## config.mk

```make
export PLATFORM = sky130hd
export DESIGN_NAME = ssrq_ctrl
export DESIGN_NICKNAME = d
export VERILOG_FILES = /design/src/hdl/ssrq_pkg.sv /design/src/hdl/ssrq_ctrl.sv
export SDC_FILE = /design/constraint.sdc
export NUM_CORES = 1
export LEC_CHECK = 0
export BUFFER_PORTS_ARGS = -buffer_cell sky130_fd_sc_hd__buf_2
export CELL_PAD_IN_SITES_DETAIL_PLACEMENT = 1
export CELL_PAD_IN_SITES_GLOBAL_PLACEMENT = 1
export CORE_ASPECT_RATIO = 0.5
export CORE_MARGIN = 3
export CORE_UTILIZATION = 37
export DETAILED_ROUTE_END_ITERATION = 7
export PLACE_DENSITY_LB_ADDON = 0.1
export REMOVE_ABC_BUFFERS = 1
export SLEW_MARGIN = 20
export SYNTH_ARGS = -nofsm -noshare
export SYNTH_HDL_FRONTEND = slang
export SYNTH_SLANG_ARGS = --single-unit
```

## constraint.sdc

```tcl
create_clock -name clk -period 2.14 [get_ports clk]
set_clock_uncertainty 0.15 [all_clocks]
set_input_delay 0 -clock clk [delete_from_list [all_inputs] [get_ports clk]]
set_output_delay 0 -clock clk [all_outputs]
set_load 0.01 [all_outputs]
```

## src/hdl/ssrq_pkg.sv

```systemverilog
package ssrq_pkg;

  localparam int COUNT_BITS_DEF = 24;
  localparam int CNT_OUT_W      = 24;
  localparam logic [23:0] SCALE_ONE = 24'd65536;

  // register indexes on the configuration channel
  localparam logic [7:0] IDX_WIDTH_SCALE = 8'd0;
  localparam logic [7:0] IDX_CROSSED     = 8'd1;

  // datapath commands
  localparam logic [4:0] OP_NOP       = 5'd0;
  localparam logic [4:0] OP_LOAD      = 5'd1;
  localparam logic [4:0] OP_DROP      = 5'd2;
  localparam logic [4:0] OP_SCALE     = 5'd3;
  localparam logic [4:0] OP_NORM      = 5'd4;
  localparam logic [4:0] OP_SQ        = 5'd5;
  localparam logic [4:0] OP_SQRT_INIT = 5'd6;
  localparam logic [4:0] OP_SQRT_STEP = 5'd7;
  localparam logic [4:0] OP_DIV_INIT  = 5'd8;
  localparam logic [4:0] OP_DIV_STEP  = 5'd9;
  localparam logic [4:0] OP_DIV_ST    = 5'd10;
  localparam logic [4:0] OP_CROSS     = 5'd11;
  localparam logic [4:0] OP_VM1       = 5'd12;
  localparam logic [4:0] OP_VM2       = 5'd13;
  localparam logic [4:0] OP_VST       = 5'd14;
  localparam logic [4:0] OP_VX_MUL    = 5'd15;
  localparam logic [4:0] OP_VX_ADD    = 5'd16;
  localparam logic [4:0] OP_EMIT_VTX  = 5'd17;
  localparam logic [4:0] OP_BOUNDS    = 5'd18;
  localparam logic [4:0] OP_EMIT_SUM  = 5'd19;

  typedef struct packed {
    logic [4:0] op;
    logic [1:0] idx;
    logic       pass;
    logic       ribbon;
    logic [1:0] corner;
    logic       run_end;
  } cmd_t;

  typedef struct packed {
    logic drop;
    logic last;
    logic norm_ok;
    logic crossed;
    logic out_free;
  } sts_t;

  // round(x / 2^30), ties away from zero
  function automatic logic signed [35:0] rnd30(input logic signed [65:0] x);
    logic [65:0] mg;
    logic [65:0] q;
    mg = x[65] ? 66'(-x) : 66'(x);
    q  = (mg + 66'd536870912) >> 30;
    rnd30 = x[65] ? -$signed(q[35:0]) : $signed(q[35:0]);
  endfunction

  function automatic logic signed [31:0] sat32(input logic signed [35:0] x);
    if (x > 36'sd2147483647)       sat32 = 32'sh7FFFFFFF;
    else if (x < -36'sd2147483648) sat32 = 32'sh80000000;
    else                           sat32 = x[31:0];
  endfunction

endpackage

```

## src/hdl/ssrq_ctrl.sv

```systemverilog
module ssrq_ctrl (
  input  logic             clk,
  input  logic             rst_n,
  input  logic             in_tvalid,
  output logic             in_tready,
  input  ssrq_pkg::sts_t   sts,
  output ssrq_pkg::cmd_t   cmd
);

  localparam logic [3:0] S_IDLE  = 4'd0;
  localparam logic [3:0] S_CHECK = 4'd1;
  localparam logic [3:0] S_SCALE = 4'd2;
  localparam logic [3:0] S_NORM  = 4'd3;
  localparam logic [3:0] S_SQ    = 4'd4;
  localparam logic [3:0] S_SQRTI = 4'd5;
  localparam logic [3:0] S_SQRT  = 4'd6;
  localparam logic [3:0] S_DIVI  = 4'd7;
  localparam logic [3:0] S_DIV   = 4'd8;
  localparam logic [3:0] S_DIVST = 4'd9;
  localparam logic [3:0] S_CROSS = 4'd10;
  localparam logic [3:0] S_VM    = 4'd11;
  localparam logic [3:0] S_VX    = 4'd12;
  localparam logic [3:0] S_VEMIT = 4'd13;
  localparam logic [3:0] S_BOUND = 4'd14;
  localparam logic [3:0] S_SUM   = 4'd15;

  logic [3:0] state_r, state_nxt;
  logic [4:0] cnt_r, cnt_nxt;
  logic [1:0] idx_r, idx_nxt;
  logic       pass_r, pass_nxt;
  logic       ribbon_r, ribbon_nxt;
  logic [1:0] corner_r, corner_nxt;

  always_comb begin
    state_nxt  = state_r;
    cnt_nxt    = cnt_r;
    idx_nxt    = idx_r;
    pass_nxt   = pass_r;
    ribbon_nxt = ribbon_r;
    corner_nxt = corner_r;
    in_tready  = 1'b0;
    cmd.op      = ssrq_pkg::OP_NOP;
    cmd.idx     = idx_r;
    cmd.pass    = pass_r;
    cmd.ribbon  = ribbon_r;
    cmd.corner  = corner_r;
    cmd.run_end = 1'b0;
    case (state_r)
      S_IDLE: begin
        in_tready = 1'b1;
        if (in_tvalid) begin
          cmd.op    = ssrq_pkg::OP_LOAD;
          state_nxt = S_CHECK;
        end
      end
      S_CHECK: begin
        idx_nxt = 2'd0;
        if (sts.drop) begin
          cmd.op    = ssrq_pkg::OP_DROP;
          state_nxt = sts.last ? S_SUM : S_IDLE;
        end else begin
          state_nxt = S_SCALE;
        end
      end
      S_SCALE: begin
        cmd.op = ssrq_pkg::OP_SCALE;
        if (idx_r == 2'd1) begin
          idx_nxt   = 2'd0;
          state_nxt = S_NORM;
        end else begin
          idx_nxt = idx_r + 2'd1;
        end
      end
      S_NORM: begin
        if (sts.norm_ok) begin
          pass_nxt  = 1'b0;
          idx_nxt   = 2'd0;
          state_nxt = S_SQ;
        end else begin
          cmd.op = ssrq_pkg::OP_NORM;
        end
      end
      S_SQ: begin
        cmd.op = ssrq_pkg::OP_SQ;
        if (idx_r == 2'd2) begin
          idx_nxt   = 2'd0;
          state_nxt = S_SQRTI;
        end else begin
          idx_nxt = idx_r + 2'd1;
        end
      end
      S_SQRTI: begin
        cmd.op    = ssrq_pkg::OP_SQRT_INIT;
        cnt_nxt   = 5'd0;
        state_nxt = S_SQRT;
      end
      S_SQRT: begin
        cmd.op  = ssrq_pkg::OP_SQRT_STEP;
        cnt_nxt = cnt_r + 5'd1;
        if (cnt_r == 5'd31) state_nxt = S_DIVI;
      end
      S_DIVI: begin
        cmd.op    = ssrq_pkg::OP_DIV_INIT;
        cnt_nxt   = 5'd0;
        state_nxt = S_DIV;
      end
      S_DIV: begin
        cmd.op  = ssrq_pkg::OP_DIV_STEP;
        cnt_nxt = cnt_r + 5'd1;
        if (cnt_r == 5'd31) state_nxt = S_DIVST;
      end
      S_DIVST: begin
        cmd.op = ssrq_pkg::OP_DIV_ST;
        if (idx_r == 2'd2) begin
          idx_nxt   = 2'd0;
          cnt_nxt   = 5'd0;
          state_nxt = pass_r ? S_VM : S_CROSS;
        end else begin
          idx_nxt   = idx_r + 2'd1;
          state_nxt = S_DIVI;
        end
      end
      S_CROSS: begin
        cmd.op    = ssrq_pkg::OP_CROSS;
        pass_nxt  = 1'b1;
        state_nxt = S_SQ;
      end
      S_VM: begin
        case (cnt_r[1:0])
          2'd0:    cmd.op = ssrq_pkg::OP_VM1;
          2'd1:    cmd.op = ssrq_pkg::OP_VM2;
          default: cmd.op = ssrq_pkg::OP_VST;
        endcase
        if (cnt_r[1:0] == 2'd2) begin
          cnt_nxt = 5'd0;
          if (idx_r == 2'd2) begin
            idx_nxt    = 2'd0;
            ribbon_nxt = 1'b0;
            corner_nxt = 2'd0;
            state_nxt  = S_VX;
          end else begin
            idx_nxt = idx_r + 2'd1;
          end
        end else begin
          cnt_nxt = cnt_r + 5'd1;
        end
      end
      S_VX: begin
        cmd.op  = cnt_r[0] ? ssrq_pkg::OP_VX_ADD : ssrq_pkg::OP_VX_MUL;
        cnt_nxt = {4'd0, ~cnt_r[0]};
        if (cnt_r[0]) begin
          if (idx_r == 2'd2) begin
            idx_nxt   = 2'd0;
            state_nxt = S_VEMIT;
          end else begin
            idx_nxt = idx_r + 2'd1;
          end
        end
      end
      S_VEMIT: begin
        if (sts.out_free) begin
          cmd.op      = ssrq_pkg::OP_EMIT_VTX;
          cmd.run_end = (corner_r == 2'd3) && (ribbon_r || !sts.crossed) && !sts.last;
          cnt_nxt     = 5'd0;
          if (corner_r == 2'd3) begin
            corner_nxt = 2'd0;
            if (!ribbon_r && sts.crossed) begin
              ribbon_nxt = 1'b1;
              state_nxt  = S_VX;
            end else begin
              state_nxt = S_BOUND;
            end
          end else begin
            corner_nxt = corner_r + 2'd1;
            state_nxt  = S_VX;
          end
        end
      end
      S_BOUND: begin
        cmd.op    = ssrq_pkg::OP_BOUNDS;
        state_nxt = sts.last ? S_SUM : S_IDLE;
      end
      S_SUM: begin
        if (sts.out_free) begin
          cmd.op      = ssrq_pkg::OP_EMIT_SUM;
          cmd.run_end = 1'b1;
          state_nxt   = S_IDLE;
        end
      end
      default: state_nxt = S_IDLE;
    endcase
  end

  always_ff @(posedge clk) begin
    if (!rst_n) begin
      state_r  <= S_IDLE;
      cnt_r    <= 5'd0;
      idx_r    <= 2'd0;
      pass_r   <= 1'b0;
      ribbon_r <= 1'b0;
      corner_r <= 2'd0;
    end else begin
      state_r  <= state_nxt;
      cnt_r    <= cnt_nxt;
      idx_r    <= idx_nxt;
      pass_r   <= pass_nxt;
      ribbon_r <= ribbon_nxt;
      corner_r <= corner_nxt;
    end
  end

endmodule

```

==> results.sh, run 1 <==
export IMPL_synth_cells=196
export IMPL_outcome="finished clean"
export IMPL_wl_um=5088
export IMPL_die_x_um=93.73
export IMPL_post_route_cells_drive_above_1_share=0.2345
export IMPL_dieArea_um2=4674
export IMPL_holdPathStages=4
export IMPL_busiest_layer="met2"
export IMPL_synth_main_ff_cell="dfxtp_1"
export IMPL_vias_per_cell=5.877
export IMPL_dp_hpwl_um=3796
export IMPL_synth_top_area_cell="dfxtp_1"
export IMPL_crit_path_end_kind="flop"
export IMPL_critPathKind="reg -> reg"
export IMPL_hold_ws_ps=11.75
export IMPL_drtIter0Drc=115
export IMPL_swShare=0.4798
export IMPL_dr_pass1_iters=4
export IMPL_rows=15
export IMPL_area_growth_pct=23.37
export IMPL_ff2ff_path_depth=7
export IMPL_synthArstFlopShare=0
export IMPL_grt_pass1_vias=1580
export IMPL_ys_warn_count=0
export IMPL_period_share=0.9613
export IMPL_setup_viol=0
export IMPL_critPathLaunch="state_r[3]$_SDFFE_PN0P_"
export IMPL_post_cts_buffers=0
export IMPL_ys_top_cells_by_area="dfxtp_1 21%, ha_1 6.2%, nor2_1 5.3%"
export IMPL_io_buffer_count=20
export IMPL_wl_per_cell_um=18.37
export IMPL_max_freq_ghz=0.4861
export IMPL_h_tree_depth=1
export IMPL_overflow=0
export IMPL_worstMarginPinSlew_ps=466.3
export IMPL_slew_headroom=0.6858
export IMPL_drc_errors=0
export IMPL_syn_mean_instance_area_um2=7.265
export IMPL_use_met3=0.04878
export IMPL_reg2reg_from="state_r[3]$_SDFFE_PN0P_"
export IMPL_grt_max_degree=24
export IMPL_intPower_mw=0.9884
export IMPL_arrival_ps=2090
export IMPL_via_count=1628
export IMPL_clockPowerShare=0.126
export IMPL_cts_tree="done"
export IMPL_yosysMostFrequentCell="nor2_1"
export IMPL_seqPwrFrac=0.201
export IMPL_grtUsageMet1=0.3303
export IMPL_antenna_found_initial=0
export IMPL_startpoint_type="flop"
export IMPL_switching_power_mw=0.9114
export IMPL_fin_cells=277
export IMPL_critPathRequiredTime_ps=2180
export IMPL_cp_max_fo=16
export IMPL_synth_edf_count=0
export IMPL_grt_pass1_wl_um=8314
export IMPL_maxCapViolations=0
export IMPL_core_area_um2=3566
export IMPL_maxSlewViolCount=0
export IMPL_cts_buffers_inserted=3
export IMPL_hold_violations=0
export IMPL_diodes=0
export IMPL_pin_count=21
export IMPL_ys_top_cells_by_count="20 x nor2_1, 16 x nand2_1, 15 x dfxtp_1"
export IMPL_drtAntennaViolNets=0
export IMPL_clk_latency_ps=250
export IMPL_place_inst=271
export IMPL_period_minus_slack_ps=2057
export IMPL_path_clk_slew_ps=60
export IMPL_cts_max_path_buffers=2
export IMPL_ys_ff_latch=15
export IMPL_clock_sinks=15
export IMPL_r2r_setup_slack_ps=80
export IMPL_hold_class="in -> reg"
export IMPL_root_buffer="clkbuf_8"
export IMPL_initial_core_util=0.3993
export IMPL_track_usage=0.2280
export IMPL_yosys_area_top_type_share=0.2109
export IMPL_gp_congestion=0.8577
export IMPL_combinationalPowerShare=0.672
export IMPL_synth_cell_type_count=55
export IMPL_power_density_nw_per_um2=1081
export IMPL_use_met2=0.3514
export IMPL_fp_dieH_um=49.87
export IMPL_p_leak_nw=0.6717
export IMPL_synth_area_um2=1424
export IMPL_fin_nets=242
export IMPL_seq_area_frac_synth=0.2109
export IMPL_rr_endpoint="idx_r[0]$_SDFFE_PN0P_"
export IMPL_hold_start="sts[2]"
export IMPL_ir_drop_mv=0.3279
export IMPL_crit_end="idx_r[0]$_SDFFE_PN0P_"
[layout by cell type, fill, tap and decap left out, types with 6 or more instances in the layout]
master,n
nor2_1,20
buf_2,20
buf_4,20
nand2_1,16
dfxtp_1,14
o21ai_0,11
nand2b_1,11
a21oi_1,10
nor2b_1,9
nand3_1,8
inv_1,6
[final cells by class]
type / instances / area (um2)
fill: 468 / 1809
multi-input combinational: 159 / 1054
inverter: 6 / 22.52
clock buffer: 4 / 45.04
sequential: 15 / 301.5
tap: 51 / 63.81
timing repair buffer: 42 / 270.3
[power by group through the flow]
stage	logic [mW]	registers (mW)	clock network, mW
5_1_grt	1.39	0.388	0.259
3_5_place_dp	1.21	0.378	0
6_report	1.28	0.382	0.240
2_1_floorplan	0.620	0.477	0
3_3_place_gp	1.19	0.377	0
4_1_cts	1.23	0.373	0.250
[worst max-delay path: stages, from the launching register on]
cell	delay, ps
dfxtp_1	370
buf_4	220
nor2_1	390
buf_4	200
a2bb2oi_1	60
o32a_1	170
or3_1	310
a21boi_1	120
[cell families after synthesis]
group | synth area share
AND/OR/NAND/NOR | 0.3243
AO/OA/AOI/OAI | 0.2918
flip-flops | 0.2109
multiplexers | 0.03515
buffers and inverters | 0.07645
adder cells (fa/ha/maj) | 0.06151
[worst min path at each step]
stage                             to
6_report         pass_r$_SDFFE_PN0P_
5_1_grt          pass_r$_SDFFE_PN0P_
4_1_cts          pass_r$_SDFFE_PN0P_
3_5_place_dp                  cmd[7]
3_3_place_gp   ribbon_r$_SDFFE_PN0P_
2_1_floorplan  ribbon_r$_SDFFE_PN0P_
[stage by stage]
step	worst slack, ps	setup TNS, ps	util	total power [mW]	area, um2
detailed placement	94.03	0	0.4632	1.590	1652
global placement	143.0	0	0.4632	1.567	1652
floorplan	-90.02	-348.8	-	1.097	1338
global route	-1.947	-1.947	0.4926	2.037	1757
finish	82.73	0	0.4926	1.900	1757
CTS	57.50	0	0.4814	1.851	1717
[state kept, by name, summed over array words and instances (netlist names)]
name      cells
corner_r      2
ribbon_r      1
idx_r         2
pass_r        1
state_r       4
cnt_r         5
[repair_timing]
| action | CTS | global route |
|---|---|---|
| hold buffers | 2 | 0 |
| setup endpoints to repair | 0 | 7 |
| resized for setup | 0 | 9 |
| endpoints found under the hold margin | 1 | 0 |
[metal layers]
layer | wire length [um] | share of wire
met1 | 2556 | 0.50
met2 | 2228 | 0.44
met3 | 278 | 0.055
met4 | 24 | 0.0047
met5 | 0 | 0
Power figures use the tool's default switching activity.
==> inputs of run 2 (changes only) <==
--- a/config.mk
+++ b/config.mk
@@ -12,6 +12,7 @@
 export CORE_MARGIN = 3
 export CORE_UTILIZATION = 37
 export DETAILED_ROUTE_END_ITERATION = 7
+export HOLD_SLACK_MARGIN = 0.06
 export PLACE_DENSITY_LB_ADDON = 0.1
 export REMOVE_ABC_BUFFERS = 1
 export SLEW_MARGIN = 20
==> run 2 against run 1 <==
Against the previous run:
- sequential share of layout area decreased by 0.29 points
- first-iteration DRC count rose by 7.8%
- count of clock-buffer cells in the layout is the same
- critical endpoint is now state_r[1]$_SDFFE_PN0P_
- largest power group unchanged
- highest routed layer unchanged
==> results.sh, run 2 (synthesized netlist as in run 1, its figures left out) <==
export IMPL_vias_per_cell=5.857
export IMPL_largest_reg_flops=5
export IMPL_track_usage=0.2280
export IMPL_top_regs="cnt_r x5, state_r x4"
export IMPL_io_buffer_count=20
export IMPL_gp_congestion=0.8577
export IMPL_cp_max_fo=4
export IMPL_reg2reg_from="cnt_r[0]$_SDFFE_PN0P_"
export IMPL_crit_family="simple AND/OR/NAND/NOR gates"
export IMPL_rows=15
export IMPL_multiInputGateArea_um2=1054
export IMPL_dr_pass1_iters=5
export IMPL_rr_endpoint="state_r[1]$_SDFFE_PN0P_"
export IMPL_cts_tree="done"
export IMPL_setup_viol=0
export IMPL_hold_class="in -> reg"
export IMPL_wl_um=5152
export IMPL_core_area_um2=3566
export IMPL_pre_cts_slack_ps=94.03
export IMPL_layout_common_cells="20 x nor2_1, 20 x buf_2, 19 x buf_4, 16 x nand2_1, 15 x dfxtp_1"
export IMPL_power_density_nw_per_um2=1071
export IMPL_ff2ff_path_depth=7
export IMPL_fillers=475
export IMPL_hold_violations=0
export IMPL_via_count=1634
export IMPL_grt_pass1_wl_um=8286
export IMPL_regMostFlops="cnt_r"
export IMPL_clock_sinks=15
export IMPL_overflow=0
export IMPL_hold_start="sts[3]"
export IMPL_startpoint_type="flop"
export IMPL_cts_max_path_buffers=2
export IMPL_path_clk_slew_ps=70
export IMPL_drtIter0Drc=124
export IMPL_drc_errors=0
export IMPL_max_freq_ghz=0.4880
export IMPL_fin_ws_ps=90.92
export IMPL_critPathLaunch="cnt_r[0]$_SDFFE_PN0P_"
export IMPL_wl_per_cell_um=18.47
export IMPL_critPathRequiredTime_ps=2160
export IMPL_h_tree_depth=1
export IMPL_root_buffer="clkbuf_8"
export IMPL_crit_path_end_kind="flop"
export IMPL_period_share=0.9575
export IMPL_dp_hpwl_um=3796
export IMPL_fp_dieH_um=49.87
export IMPL_diodes=0
export IMPL_antenna_found_initial=0
export IMPL_ir_drop_mv=0.3347
export IMPL_r2r_setup_slack_ps=90
export IMPL_post_route_cells_drive_above_1_share=0.2281
export IMPL_crit_end="state_r[1]$_SDFFE_PN0P_"
export IMPL_slowest_stage="a211o_4"
export IMPL_drtAntennaViolNets=0
export IMPL_p_leak_nw=0.6805
export IMPL_area_growth_pct=24.96
export IMPL_power_mw=1.906
export IMPL_period_minus_slack_ps=2049
export IMPL_arrival_ps=2070
export IMPL_grt_pass1_vias=1567
export IMPL_cts_buffers_inserted=3
export IMPL_die_x_um=93.73
export IMPL_dieArea_um2=4674
export IMPL_crit_cells=7
export IMPL_clk_latency_ps=250
export IMPL_critPathKind="reg -> reg"
export IMPL_outcome="finished clean"
export IMPL_maxSlewViolCount=0
export IMPL_fin_nets=244
export IMPL_path_cells="ha_2, and3_4, ha_4, nor4_1, or3_1, a211o_4, mux2i_1"
export IMPL_ff_latch_area_um2=300.3
export IMPL_slew_headroom=0.6933
export IMPL_initial_core_util=0.3993
export IMPL_tns_ps=0
export IMPL_slowest_delay_ps=360
export IMPL_grt_max_degree=24
export IMPL_crit_buf_inv=0
export IMPL_worstMarginPinSlew_ps=455.2
export IMPL_maxCapViolations=0
export IMPL_pin_count=21
export IMPL_post_cts_buffers=0
-- run 2: cell count changes in the layout (fill, tap and decap cells not counted) --
cell,before,now
buf_6,0,1
dfxtp_2,1,0
dlygate4sd3_1,2,4
dfxtp_1,14,15
buf_4,20,19
-- run 2: worst reg2reg max path: stages, from the launching register on --
cell     delay [ps]
dfxtp_1         340
ha_2            190
and3_4          190
ha_4            150
nor4_1           60
or3_1           340
a211o_4         360
mux2i_1         180
-- run 2: how the worst min path moves through the flow --
stage                                    endpoint  slack (ps)  cells after the start
after floorplan             ribbon_r$_SDFFE_PN0P_         -20                      2
after global placement      ribbon_r$_SDFFE_PN0P_         170                      3
after detailed placement                   cmd[7]         200                      4
after CTS                 state_r[1]$_SDFFE_PN0P_         140                      5
after global routing      state_r[1]$_SDFFE_PN0P_         190                      5
final                     state_r[1]$_SDFFE_PN0P_         150                      5
-- run 2: repair_timing --
action / 4_1_cts / 5_1_grt
hold endpoints to repair: 5 / 0
hold buffers: 4 / 0
gates resized for setup: 0 / 9
setup endpoints to repair: 0 / 7
-- run 2: through the flow --
stage | cell area (um2) | util | cells | hold slack (ps)
2_1_floorplan | 1338 | - | 180 | -23.53
5_1_grt | 1779 | 0.4989 | 279 | 188.7
6_report | 1779 | 0.4989 | 279 | 152.5
3_3_place_gp | 1652 | 0.4632 | 271 | 165.6
3_5_place_dp | 1652 | 0.4632 | 271 | 195.4
4_1_cts | 1737 | 0.4870 | 279 | 139.3
-- run 2: routing by layer --
| metal | part of all wire | GRT usage | vias to the layer above |
|---|---|---|---|
| li1 | - | - | 784 |
| met1 | 0.48 | 0.3330 | 798 |
| met2 | 0.45 | 0.3467 | 48 |
| met3 | 0.062 | 0.05030 | 4 |
| met4 | 0.0047 | 0.03597 | 0 |
| met5 | 0 | 0 | - |
-- run 2: final cells by class --
cell class                 instances  area share
multi-input combinational        159      0.5921
inverter                           6     0.01266
timing repair buffer              44      0.1653
clock buffer                       4     0.02532
tap                               51     0.03586
sequential                        15      0.1688
-- run 2: power by group --
part | leakage [nW] | internal, mW | switching, mW
registers | 0.121 | 0.317 | 0.0618
logic | 0.536 | 0.544 | 0.742
clock network | 0.0228 | 0.132 | 0.109
total | 0.680 | 0.994 | 0.913
